### src/hdl/rdlc_pkg.sv
`timescale 1ns / 1ps

package rdlc_pkg;

   localparam int SUM_W     = 63;
   localparam int DELAY_W   = 16;
   localparam int NORM_W    = 16;
   localparam int WEIGHT_W  = 16;
   localparam int COST_W    = 33;
   localparam int MUL_W     = 32;
   localparam int PROD_W    = 2 * MUL_W;
   localparam int SQRT_IN_W = 64;
   localparam int SQRT_RT_W = SQRT_IN_W / 2;
   localparam int CSR_IDX_W = 8;

   localparam logic [SUM_W-1:0]    SUM_MAX   = {SUM_W{1'b1}};
   localparam logic [DELAY_W-1:0]  DELAY_MAX = {DELAY_W{1'b1}};
   localparam logic [WEIGHT_W-1:0] WEIGHT_ONE = 16'd256;

   localparam logic [CSR_IDX_W-1:0] CSR_PICKUP_WEIGHT   = 8'd0;
   localparam logic [CSR_IDX_W-1:0] CSR_DELIVERY_WEIGHT = 8'd1;

   typedef enum logic [3:0] {
      ST_IDLE,
      ST_SQUARE,
      ST_QUAD,
      ST_ACCUM,
      ST_ROOT1_GO,
      ST_ROOT1_WAIT,
      ST_ROOT2_GO,
      ST_ROOT2_WAIT,
      ST_WEIGHT_P,
      ST_WEIGHT_D,
      ST_COST,
      ST_OUT
   } state_type;

   typedef struct packed {
      logic busy;
      logic done;
   } sqrt_status_type;

endpackage

### src/hdl/route_delay_l4_cost.sv
`timescale 1ns / 1ps
// stop transaction that is not last: two passes through the shared multiplier plus one
// saturating add (SQUARE, QUAD, ACCUM); the next stop is accepted once ACCUM is done
// last stop: the result is set by four runs of the bit-serial square root unit and two
// weight multiplies; the next stop is accepted once OUT hands the result over
// a result left waiting at the output holds only the next last stop in its output state
// synchronous active-high reset clears both sums, sets both weights to 1.0, empties output
module route_delay_l4_cost #(
   parameter int TIME_BITS = 17,
   localparam int REQ_DATA_W = ((2 * TIME_BITS + 7) / 8) * 8
) (
   input  logic                                clock,
   input  logic                                reset,
   input  logic                                req_tvalid,
   output logic                                req_tready,
   input  logic [REQ_DATA_W-1:0]               req_tdata,   // arrival_time, desired_time
   input  logic                                req_tuser,   // is_pickup
   input  logic                                req_tlast,   // last_stop
   output logic                                rsp_tvalid,
   input  logic                                rsp_tready,
   output logic [71:0]                         rsp_tdata,   // route_cost, pickup_norm, delivery_norm
   input  logic                                csr_valid,
   output logic                                csr_ready,
   input  logic [rdlc_pkg::CSR_IDX_W-1:0]      csr_index,
   input  logic [rdlc_pkg::WEIGHT_W-1:0]       csr_data
);

   localparam int DIFF_W = (TIME_BITS > rdlc_pkg::DELAY_W) ? TIME_BITS : rdlc_pkg::DELAY_W;
   localparam int SUM_W  = rdlc_pkg::SUM_W;
   localparam int NW     = rdlc_pkg::NORM_W;
   localparam int CW     = rdlc_pkg::COST_W;
   localparam int MW     = rdlc_pkg::MUL_W;

   rdlc_pkg::state_type                  state_ff, state_in;
   logic [rdlc_pkg::DELAY_W-1:0]         delay_ff, delay_in;
   logic                                 pick_ff, pick_in;
   logic                                 last_ff, last_in;
   logic                                 side_ff, side_in;
   logic [SUM_W-1:0]                     psum_ff, psum_in;
   logic [SUM_W-1:0]                     dsum_ff, dsum_in;
   logic [NW-1:0]                        pnorm_ff, pnorm_in;
   logic [NW-1:0]                        dnorm_ff, dnorm_in;
   logic [CW-1:0]                        prod_ff, prod_in;
   logic [CW-1:0]                        cost_ff, cost_in;
   logic [rdlc_pkg::WEIGHT_W-1:0]        pw_ff, pw_in;
   logic [rdlc_pkg::WEIGHT_W-1:0]        dw_ff, dw_in;
   logic                                 rsp_valid_ff, rsp_valid_in;
   logic [CW-1:0]                        rsp_cost_ff, rsp_cost_in;
   logic [NW-1:0]                        rsp_pn_ff, rsp_pn_in;
   logic [NW-1:0]                        rsp_dn_ff, rsp_dn_in;

   logic [TIME_BITS-1:0]                 arr;
   logic [TIME_BITS-1:0]                 des;
   logic [DIFF_W-1:0]                    diff;
   logic                                 req_take;
   logic                                 slot_free;
   logic [MW-1:0]                        mul_a, mul_b;
   logic [rdlc_pkg::PROD_W-1:0]          mul_p;
   logic                                 sq_start;
   logic [rdlc_pkg::SQRT_IN_W-1:0]       sq_operand;
   rdlc_pkg::sqrt_status_type            sq_status;
   logic [rdlc_pkg::SQRT_RT_W-1:0]       sq_root;
   logic [SUM_W+1:0]                     acc_sum;
   logic [SUM_W-1:0]                     acc_base;
   logic [SUM_W-1:0]                     acc_sat;
   logic [CW:0]                          cost_sum;

   rdlc_mul u_mul (
      .clock   (clock),
      .op_a    (mul_a),
      .op_b    (mul_b),
      .product (mul_p)
   );

   rdlc_isqrt u_isqrt (
      .clock   (clock),
      .reset   (reset),
      .start   (sq_start),
      .operand (sq_operand),
      .status  (sq_status),
      .root    (sq_root)
   );

   assign arr       = req_tdata[TIME_BITS-1:0];
   assign des       = req_tdata[2*TIME_BITS-1:TIME_BITS];
   assign diff      = DIFF_W'(arr) - DIFF_W'(des);
   assign req_tready = (state_ff == rdlc_pkg::ST_IDLE);
   assign req_take  = req_tvalid && req_tready;
   assign slot_free = !rsp_valid_ff || rsp_tready;
   assign csr_ready = 1'b1;

   assign acc_base = pick_ff ? psum_ff : dsum_ff;
   assign acc_sum  = {2'b00, acc_base} + {1'b0, mul_p};
   assign acc_sat  = (acc_sum > {2'b00, rdlc_pkg::SUM_MAX}) ? rdlc_pkg::SUM_MAX
                                                           : acc_sum[SUM_W-1:0];
   assign cost_sum = {1'b0, prod_ff} + {1'b0, mul_p[CW-1:0]};

   always_comb begin
      state_in     = state_ff;
      delay_in     = delay_ff;
      pick_in      = pick_ff;
      last_in      = last_ff;
      side_in      = side_ff;
      psum_in      = psum_ff;
      dsum_in      = dsum_ff;
      pnorm_in     = pnorm_ff;
      dnorm_in     = dnorm_ff;
      prod_in      = prod_ff;
      cost_in      = cost_ff;
      pw_in        = pw_ff;
      dw_in        = dw_ff;
      rsp_valid_in = rsp_valid_ff && !rsp_tready;
      rsp_cost_in  = rsp_cost_ff;
      rsp_pn_in    = rsp_pn_ff;
      rsp_dn_in    = rsp_dn_ff;
      mul_a        = '0;
      mul_b        = '0;
      sq_start     = 1'b0;
      sq_operand   = '0;

      if (csr_valid) begin
         if (csr_index == rdlc_pkg::CSR_PICKUP_WEIGHT) begin
            pw_in = csr_data;
         end else if (csr_index == rdlc_pkg::CSR_DELIVERY_WEIGHT) begin
            dw_in = csr_data;
         end
      end

      unique case (state_ff)
         rdlc_pkg::ST_IDLE: begin
            if (req_take) begin
               // early arrival counts as zero, large delay clamps
               if (arr <= des) begin
                  delay_in = '0;
               end else if (diff > DIFF_W'(rdlc_pkg::DELAY_MAX)) begin
                  delay_in = rdlc_pkg::DELAY_MAX;
               end else begin
                  delay_in = diff[rdlc_pkg::DELAY_W-1:0];
               end
               pick_in  = req_tuser;
               last_in  = req_tlast;
               side_in  = 1'b0;
               state_in = rdlc_pkg::ST_SQUARE;
            end
         end
         rdlc_pkg::ST_SQUARE: begin
            mul_a    = MW'(delay_ff);
            mul_b    = MW'(delay_ff);
            state_in = rdlc_pkg::ST_QUAD;
         end
         rdlc_pkg::ST_QUAD: begin
            mul_a    = mul_p[MW-1:0];
            mul_b    = mul_p[MW-1:0];
            state_in = rdlc_pkg::ST_ACCUM;
         end
         rdlc_pkg::ST_ACCUM: begin
            if (pick_ff) begin
               psum_in = acc_sat;
            end else begin
               dsum_in = acc_sat;
            end
            state_in = last_ff ? rdlc_pkg::ST_ROOT1_GO : rdlc_pkg::ST_IDLE;
         end
         rdlc_pkg::ST_ROOT1_GO: begin
            sq_start   = 1'b1;
            sq_operand = side_ff ? {1'b0, dsum_ff} : {1'b0, psum_ff};
            state_in   = rdlc_pkg::ST_ROOT1_WAIT;
         end
         rdlc_pkg::ST_ROOT1_WAIT: begin
            if (sq_status.done) begin
               state_in = rdlc_pkg::ST_ROOT2_GO;
            end
         end
         rdlc_pkg::ST_ROOT2_GO: begin
            sq_start   = 1'b1;
            sq_operand = rdlc_pkg::SQRT_IN_W'(sq_root);
            state_in   = rdlc_pkg::ST_ROOT2_WAIT;
         end
         rdlc_pkg::ST_ROOT2_WAIT: begin
            if (sq_status.done) begin
               if (side_ff) begin
                  dnorm_in = sq_root[NW-1:0];
                  state_in = rdlc_pkg::ST_WEIGHT_P;
               end else begin
                  pnorm_in = sq_root[NW-1:0];
                  side_in  = 1'b1;
                  state_in = rdlc_pkg::ST_ROOT1_GO;
               end
            end
         end
         rdlc_pkg::ST_WEIGHT_P: begin
            mul_a    = MW'(pw_ff);
            mul_b    = MW'(pnorm_ff);
            state_in = rdlc_pkg::ST_WEIGHT_D;
         end
         rdlc_pkg::ST_WEIGHT_D: begin
            mul_a    = MW'(dw_ff);
            mul_b    = MW'(dnorm_ff);
            prod_in  = mul_p[CW-1:0];
            state_in = rdlc_pkg::ST_COST;
         end
         rdlc_pkg::ST_COST: begin
            cost_in  = CW'(cost_sum >> 8);
            state_in = rdlc_pkg::ST_OUT;
         end
         rdlc_pkg::ST_OUT: begin
            if (slot_free) begin
               rsp_valid_in = 1'b1;
               rsp_cost_in  = cost_ff;
               rsp_pn_in    = pnorm_ff;
               rsp_dn_in    = dnorm_ff;
               psum_in      = '0;
               dsum_in      = '0;
               state_in     = rdlc_pkg::ST_IDLE;
            end
         end
         default: begin
            state_in = rdlc_pkg::ST_IDLE;
         end
      endcase
   end

   always_ff @(posedge clock) begin
      if (reset) begin
         state_ff     <= rdlc_pkg::ST_IDLE;
         psum_ff      <= '0;
         dsum_ff      <= '0;
         pw_ff        <= rdlc_pkg::WEIGHT_ONE;
         dw_ff        <= rdlc_pkg::WEIGHT_ONE;
         rsp_valid_ff <= 1'b0;
         side_ff      <= 1'b0;
      end else begin
         state_ff     <= state_in;
         psum_ff      <= psum_in;
         dsum_ff      <= dsum_in;
         pw_ff        <= pw_in;
         dw_ff        <= dw_in;
         rsp_valid_ff <= rsp_valid_in;
         side_ff      <= side_in;
      end
      delay_ff    <= delay_in;
      pick_ff     <= pick_in;
      last_ff     <= last_in;
      pnorm_ff    <= pnorm_in;
      dnorm_ff    <= dnorm_in;
      prod_ff     <= prod_in;
      cost_ff     <= cost_in;
      rsp_cost_ff <= rsp_cost_in;
      rsp_pn_ff   <= rsp_pn_in;
      rsp_dn_ff   <= rsp_dn_in;
   end

   assign rsp_tvalid = rsp_valid_ff;
   assign rsp_tdata  = {7'b0, rsp_dn_ff, rsp_pn_ff, rsp_cost_ff};

   // a new result only comes out of the output state
   assert property (@(posedge clock) disable iff (reset)
      $rose(rsp_tvalid) |-> $past(state_ff == rdlc_pkg::ST_OUT))
      else $error("result raised outside output state");

   // both sums are cleared once the result is handed over
   assert property (@(posedge clock) disable iff (reset)
      (state_ff == rdlc_pkg::ST_OUT && slot_free) |=> (psum_ff == '0 && dsum_ff == '0))
      else $error("sums not cleared after result");

   // root unit is idle whenever a stop transaction is accepted
   assert property (@(posedge clock) disable iff (reset)
      req_take |-> !sq_status.busy)
      else $error("stop accepted while root unit busy");

endmodule

### src/hdl/rdlc_mul.sv
`timescale 1ns / 1ps

module rdlc_mul (
   input  logic                              clock,
   input  logic [rdlc_pkg::MUL_W-1:0]        op_a,
   input  logic [rdlc_pkg::MUL_W-1:0]        op_b,
   output logic [rdlc_pkg::PROD_W-1:0]       product
);

   logic [rdlc_pkg::PROD_W-1:0] product_ff;
   logic [rdlc_pkg::PROD_W-1:0] product_in;

   assign product_in = rdlc_pkg::PROD_W'(op_a) * rdlc_pkg::PROD_W'(op_b);

   always_ff @(posedge clock) begin
      product_ff <= product_in;
   end

   assign product = product_ff;

endmodule

### src/hdl/rdlc_isqrt.sv
`timescale 1ns / 1ps

module rdlc_isqrt (
   input  logic                               clock,
   input  logic                               reset,
   input  logic                               start,
   input  logic [rdlc_pkg::SQRT_IN_W-1:0]     operand,
   output rdlc_pkg::sqrt_status_type          status,
   output logic [rdlc_pkg::SQRT_RT_W-1:0]     root
);

   localparam int RT_W  = rdlc_pkg::SQRT_RT_W;
   localparam int REM_W = RT_W + 2;
   localparam int SH_W  = RT_W + 4;
   localparam int CNT_W = $clog2(RT_W);

   logic                             busy_ff, busy_in;
   logic                             done_ff, done_in;
   logic [CNT_W-1:0]                 cnt_ff, cnt_in;
   logic [rdlc_pkg::SQRT_IN_W-1:0]   x_ff, x_in;
   logic [REM_W-1:0]                 rem_ff, rem_in;
   logic [RT_W-1:0]                  root_ff, root_in;
   logic [SH_W-1:0]                  rem_sh;
   logic [SH_W-1:0]                  trial;
   logic                             fits;

   // one result bit per cycle, two operand bits consumed per step
   assign rem_sh = {rem_ff, x_ff[rdlc_pkg::SQRT_IN_W-1 -: 2]};
   assign trial  = {2'b00, root_ff, 2'b01};
   assign fits   = (rem_sh >= trial);

   always_comb begin
      busy_in = busy_ff;
      done_in = 1'b0;
      cnt_in  = cnt_ff;
      x_in    = x_ff;
      rem_in  = rem_ff;
      root_in = root_ff;
      if (start) begin
         busy_in = 1'b1;
         cnt_in  = CNT_W'(RT_W - 1);
         x_in    = operand;
         rem_in  = '0;
         root_in = '0;
      end else if (busy_ff) begin
         x_in    = x_ff << 2;
         rem_in  = fits ? REM_W'(rem_sh - trial) : REM_W'(rem_sh);
         root_in = {root_ff[RT_W-2:0], fits};
         cnt_in  = cnt_ff - 1'b1;
         if (cnt_ff == '0) begin
            busy_in = 1'b0;
            done_in = 1'b1;
         end
      end
   end

   always_ff @(posedge clock) begin
      if (reset) begin
         busy_ff <= 1'b0;
         done_ff <= 1'b0;
      end else begin
         busy_ff <= busy_in;
         done_ff <= done_in;
      end
      cnt_ff  <= cnt_in;
      x_ff    <= x_in;
      rem_ff  <= rem_in;
      root_ff <= root_in;
   end

   assign status.busy = busy_ff;
   assign status.done = done_ff;
   assign root        = root_ff;

endmodule
### config.mk
export PLATFORM = sky130hd
export DESIGN_NAME = route_delay_l4_cost
export DESIGN_NICKNAME = d
export VERILOG_FILES = /design/src/hdl/rdlc_pkg.sv /design/src/hdl/route_delay_l4_cost.sv /design/src/hdl/rdlc_mul.sv /design/src/hdl/rdlc_isqrt.sv
export SDC_FILE = /design/constraint.sdc
export NUM_CORES = 2
export LEC_CHECK = 0
export ABC_AREA = 1
export BUFFER_PORTS_ARGS = -buffer_cell sky130_fd_sc_hd__buf_2
export CAP_MARGIN = 20
export CELL_PAD_IN_SITES_DETAIL_PLACEMENT = 1
export CELL_PAD_IN_SITES_GLOBAL_PLACEMENT = 2
export CORE_ASPECT_RATIO = 1.2
export CORE_UTILIZATION = 40
export CTS_BUF_LIST = sky130_fd_sc_hd__clkbuf_2 sky130_fd_sc_hd__clkbuf_4 sky130_fd_sc_hd__clkbuf_8
export CTS_CLUSTER_SIZE = 25
export DETAILED_ROUTE_END_ITERATION = 7
export GPL_TIMING_DRIVEN = 0
export PLACE_DENSITY_LB_ADDON = 0.05
export SLEW_MARGIN = 40
export SYNTH_ARGS = -nofsm -noshare
export SYNTH_HDL_FRONTEND = slang
export SYNTH_SLANG_ARGS = --single-unit
### constraint.sdc
create_clock -name clock -period 8.55 [get_ports clock]
set_input_delay 0.855 -clock clock [delete_from_list [all_inputs] [get_ports clock]]
set_output_delay 0.855 -clock clock [all_outputs]
set_load 0.03 [all_outputs]
==> parameters.txt <==
Parameter                              Value

Route
  Routed wirelength normalized by instance count    26.2 um
  Vias after detailed routing    between 50k and 60k
  Violation count after the first detailed-route iteration    roughly 3.2k
  Via density per instance    between 5 and 6
  Drt pass-1 iters    5
  Wirelength, routed    between 200000 and 300000 um
  Remaining DRCs    0
  Detail Route Antenna Nets    0

Global route
  Vias in the first global route    around 59k
  Wire length of the first global-routing pass    392000 um
  Total track usage    approximately a third
  Global route total overflow    0
  Pin count of the biggest net entering global routing    39
  Number of antenna violations at the first check in global routing    8

Clocking
  Num CTS Buffers    between 90 and 100
  Clock slew seen by the registers of the worst setup and hold paths    60 ps
  Number of buffers on the longest clock path    3
  TritonCTS Sinks    between 500 and 600
  Cell at the root of the clock tree    sky130_fd_sc_hd__clkbuf_8
  Clock latency of the later-clocked register in the worst-skew pair    ~860 ps
  Number of levels in the clock H-tree    3
  Clock tree from TritonCTS    done

Cells and area
  Utilization after layout    ~45%
  Count of fill cells added during filler insertion    between 15k and 20k
  Layout overhead on the synthesized area    11.8%
  Post-route insts no fill    between 10k and 15k
  Final Cell Area    approximately 70000 um2
  Final Net Count    roughly 9.5k
  Share of post-route cells with drive strength above 1    about 11%

Setup path
  Master of the slowest instance on the critical path    sky130_fd_sc_hd__fa_1
  Critical path peak fanout    10
  Setup crit end kind    register
  Largest stage delay, worst path    about 580 ps
  Bufs and invs on worst path    10
  Critical Path Source Type    register
  Worst path top cell family by delay    adder cells
  Worst r2r src    state_ff[1]
  Endpoint required time on the critical path    between 9000 and 10000 ps
  Number of cells traversed by the worst register-to-register path    32
  Critical Path AT    a little over 9000 ps
  Critical path start-end classification    reg2reg
  Critical path's most frequent cell    sky130_fd_sc_hd__fa_1
  FF-to-FF End    u_mul.product[59]
  Worst setup slack for register-to-register paths    80 ps

STA
  Unrepaired setup endpoints after global routing    true
  TNS Setup    0 ps
  Worst-Margin Slew    roughly 900 ps
  Number of failing hold endpoints at the final stage    0
  Worst max-slew margin expressed relative to the limit    38.8%
  Final slew viol count    0
  Post-layout minimum cycle time    around 8500 ps
  Setup Skew    ~80 ps
  Worst setup margin    77.6 ps
  Minimum hold slack    around 240 ps
  Max Fclk    0.118 GHz
  Final setup violation count    0
  Portion of the clock cycle consumed by the worst path in the final layout    a little under 100%

Place
  Worst-case setup slack after placement    -1670 ps
  Placed insts    10.1k
  I/O Buffers    around 120
  HPWL after detailed placement    about 230000 um
  Placement-stage cell area    approximately 66000 um2
  Gp weighted congestion    a little under 1

Pwr
  Switching part of the total power    around 50%
  Int Power    ~7.0 mW
  Leakage component of the power    about 34 nW
  Power share of the combinational group    54.5%
  Cell Pwr Density    roughly 200 nW/um2
  Peak supply drop    between 0.1 and 0.15 mV
  Sequential group share of total power    25.8%
  P_sw    7.03 mW
  Clock network fraction of total power    between 10% and 20%
  Power, Total    14.1 mW

Synthesis
  Synthesized instance count    between 7k and 8k
  Post-synth EDFFs    231
  Synth Flop Type    sky130_fd_sc_hd__dfxtp_1
  Yosys top cell by area    sky130_fd_sc_hd__fa_1
  Synthesized area per cell    7.94 um2
  Synth Cell Area    around 63000 um2
  Number of synthesis warnings    0
  Fraction of synthesis flops using an asynchronous set or reset pin    0%
  Count of unique library cells instantiated by Yosys    65
  Sequential element share of the synthesized area    roughly a fifth
  Flip-flop and latch count after synthesis    about 530
  Yosys top cell area share    27.7%
  Cell types occupying the most area after synthesis    sky130_fd_sc_hd__fa_1 (28%), sky130_fd_sc_hd__edfxtp_1 (11%), sky130_fd_sc_hd__inv_1 (10%), sky130_fd_sc_hd__dfxtp_1 (9.6%), sky130_fd_sc_hd__nand2_1 (9.6%)

Min path
  Hold Startpoint    req_tuser
  Worst min path class    in2reg
  Hold-critical path endpoint    pick_ff
  Hold Crit Depth    1

Die
  Starting density of the core    between 40% and 50%
  Die width    363 um
  Die Height    435 um
  Number of standard-cell rows in the floorplan    158
  Floorplan core area    around 150000 um2
  Die area    between 150000 and 200000 um2
  I/O pin cnt    roughly 150

Run
  Number of max-capacitance violations reported    0

Status
  Run status    finished, final reports clean
-- layer usage --
metal  track usage (%)  share of wire, %  vias up
met5                 0                 0        -
met4              22.9               8.1        0
met3              4.32               4.5      563
met2              60.6                50     1362
met1              38.6                38    27500
li1                  -                 -    24800
-- power by group through the flow --
| stage | Clock [mW] | Combinational [mW] | Sequential [mW] |
|---|---|---|---|
| after CTS | 2.81 | 7.48 | 3.62 |
| after floorplan | 0 | 4.31 | 3.39 |
| after global routing | 2.91 | 8.25 | 3.65 |
| final | 2.76 | 7.67 | 3.63 |
| after global placement | 0 | 7.02 | 3.68 |
| after detailed placement | 0 | 7.17 | 3.67 |
-- cell families (layout without fill, tap and decap cells) --
family | count (synthesis) | after routing | synth area share [%]
and+or+nand+nor | 2929 | 2929 | 19.4
buffers and inverters | 2000 | 2346 | 12.4
adders and majority gates | 1276 | 1276 | 35.9
AOI/OAI and AO/OA | 991 | 991 | 9.34
DFF | 532 | 532 | 20.7
xor gates and xnor gates | 159 | 159 | 2.24
other | 2 | 21 | 0.0120
-- area by class of cell --
| cell class | count | area, um2 | area share [%] |
|---|---|---|---|
| multi-input combinational | 5370 | 42800 | 61.2 |
| sequential | 532 | 13000 | 18.5 |
| inverter | 1736 | 6580 | 9.40 |
| tap | 2080 | 2600 | 3.72 |
| clock buffer | 149 | 1800 | 2.57 |
| buffer | 263 | 1640 | 2.34 |
| timing repair buffer | 173 | 1180 | 1.68 |
| clock inverter | 25 | 363 | 0.518 |
| antenna | 6 | 15.0 | 0.0215 |
-- cells in the mapped netlist, drive strengths merged (5+ instances only) --
library cell and n:
a211oi 5, a21boi 16, a21o 21, a21oi 420, a22oi 32, a31oi 30, a32o 32, buf 144
clkbuf 120, clkinv 5, dfxtp 301, edfxtp 231, fa 867, ha 409, inv 1731, nand2 1610
nand3 241, nand3b 22, nand4 34, nor2 960, nor3 40, nor4 10, o211ai 99, o21a 7
o21ai 254, o21bai 42, o22ai 15, or2 8, xnor2 63, xor2 96
-- what timing repair did --
action / 4_1_cts / 5_1_grt
cloned: 1 / 2
buffers inserted: 21 / 15
gates resized for setup: 241 / 135
hold buffers: 0 / 0
pin swaps: 25 / 29
endpoints found under the setup margin: 50 / 34
-- sequential cells by signal, summed over array words and instances, names as in the netlist, 4 cells and up --
register / count
u_mul.product: 64
u_isqrt.cnt_ff: 5
dsum_ff: 63
delay_ff: 16
dnorm_ff: 16
pw_ff: 16
rsp_dn_ff: 16
u_isqrt.root: 32
pnorm_ff: 16
prod_ff: 33
u_isqrt.rem_ff: 34
rsp_pn_ff: 16
rsp_cost_ff: 26
cost_ff: 26
u_isqrt.x_ff: 64
psum_ff: 63
state_ff: 4
dw_ff: 16
-- layout by cell type, fill, tap and decap left out, types with 12 or more instances in the layout --
| cell type | synthesis | final |
|---|---|---|
| sky130_fd_sc_hd__edfxtp_1 | 231 | 231 |
| sky130_fd_sc_hd__buf_6 | 10 | 23 |
| sky130_fd_sc_hd__fa_1 | 867 | 860 |
| sky130_fd_sc_hd__xor2_1 | 95 | 94 |
| sky130_fd_sc_hd__clkinv_2 | 0 | 14 |
| sky130_fd_sc_hd__nor2_2 | 44 | 50 |
| sky130_fd_sc_hd__o21ai_1 | 8 | 32 |
| sky130_fd_sc_hd__nor3_1 | 35 | 33 |
| sky130_fd_sc_hd__clkbuf_2 | 0 | 27 |
| sky130_fd_sc_hd__inv_1 | 1662 | 1651 |
| sky130_fd_sc_hd__nand3_1 | 179 | 171 |
| sky130_fd_sc_hd__a22oi_1 | 32 | 32 |
| sky130_fd_sc_hd__a21oi_2 | 3 | 15 |
| sky130_fd_sc_hd__nand4_1 | 33 | 33 |
| sky130_fd_sc_hd__nand2_1 | 1599 | 1595 |
| sky130_fd_sc_hd__a32o_1 | 32 | 21 |
| sky130_fd_sc_hd__inv_2 | 69 | 63 |
| sky130_fd_sc_hd__nor2_4 | 7 | 51 |
| sky130_fd_sc_hd__buf_2 | 98 | 169 |
| sky130_fd_sc_hd__nand3b_1 | 22 | 22 |
| sky130_fd_sc_hd__xnor2_1 | 63 | 63 |
| sky130_fd_sc_hd__dfxtp_2 | 0 | 12 |
| sky130_fd_sc_hd__clkbuf_1 | 120 | 81 |
| sky130_fd_sc_hd__buf_4 | 23 | 94 |
| sky130_fd_sc_hd__o21bai_1 | 41 | 39 |
| sky130_fd_sc_hd__a21o_1 | 21 | 21 |
| sky130_fd_sc_hd__a31oi_1 | 30 | 28 |
| sky130_fd_sc_hd__nor2_1 | 908 | 858 |
| sky130_fd_sc_hd__conb_1 | 2 | 15 |
| sky130_fd_sc_hd__clkbuf_8 | 0 | 112 |
| sky130_fd_sc_hd__nand3_2 | 62 | 69 |
| sky130_fd_sc_hd__dfxtp_1 | 301 | 289 |
| sky130_fd_sc_hd__o22ai_4 | 0 | 13 |
| sky130_fd_sc_hd__o211ai_1 | 98 | 98 |
| sky130_fd_sc_hd__o21ai_0 | 246 | 220 |
| sky130_fd_sc_hd__ha_1 | 409 | 391 |
| sky130_fd_sc_hd__clkbuf_4 | 0 | 53 |
| sky130_fd_sc_hd__a21oi_1 | 416 | 404 |
-- worst max-delay path by stage --
stage,slack (ps),to,cells after the start,startpoint
after floorplan,920,u_mul.product[63],32,state_ff[0]
after global placement,-2290,u_mul.product[53],32,state_ff[1]
after detailed placement,-1670,u_mul.product[59],32,state_ff[1]
after CTS,1,u_mul.product[47],29,state_ff[1]
after global routing,-50,u_mul.product[62],34,state_ff[1]
final,80,u_mul.product[59],32,state_ff[1]
(Power assumes the default switching activity.)
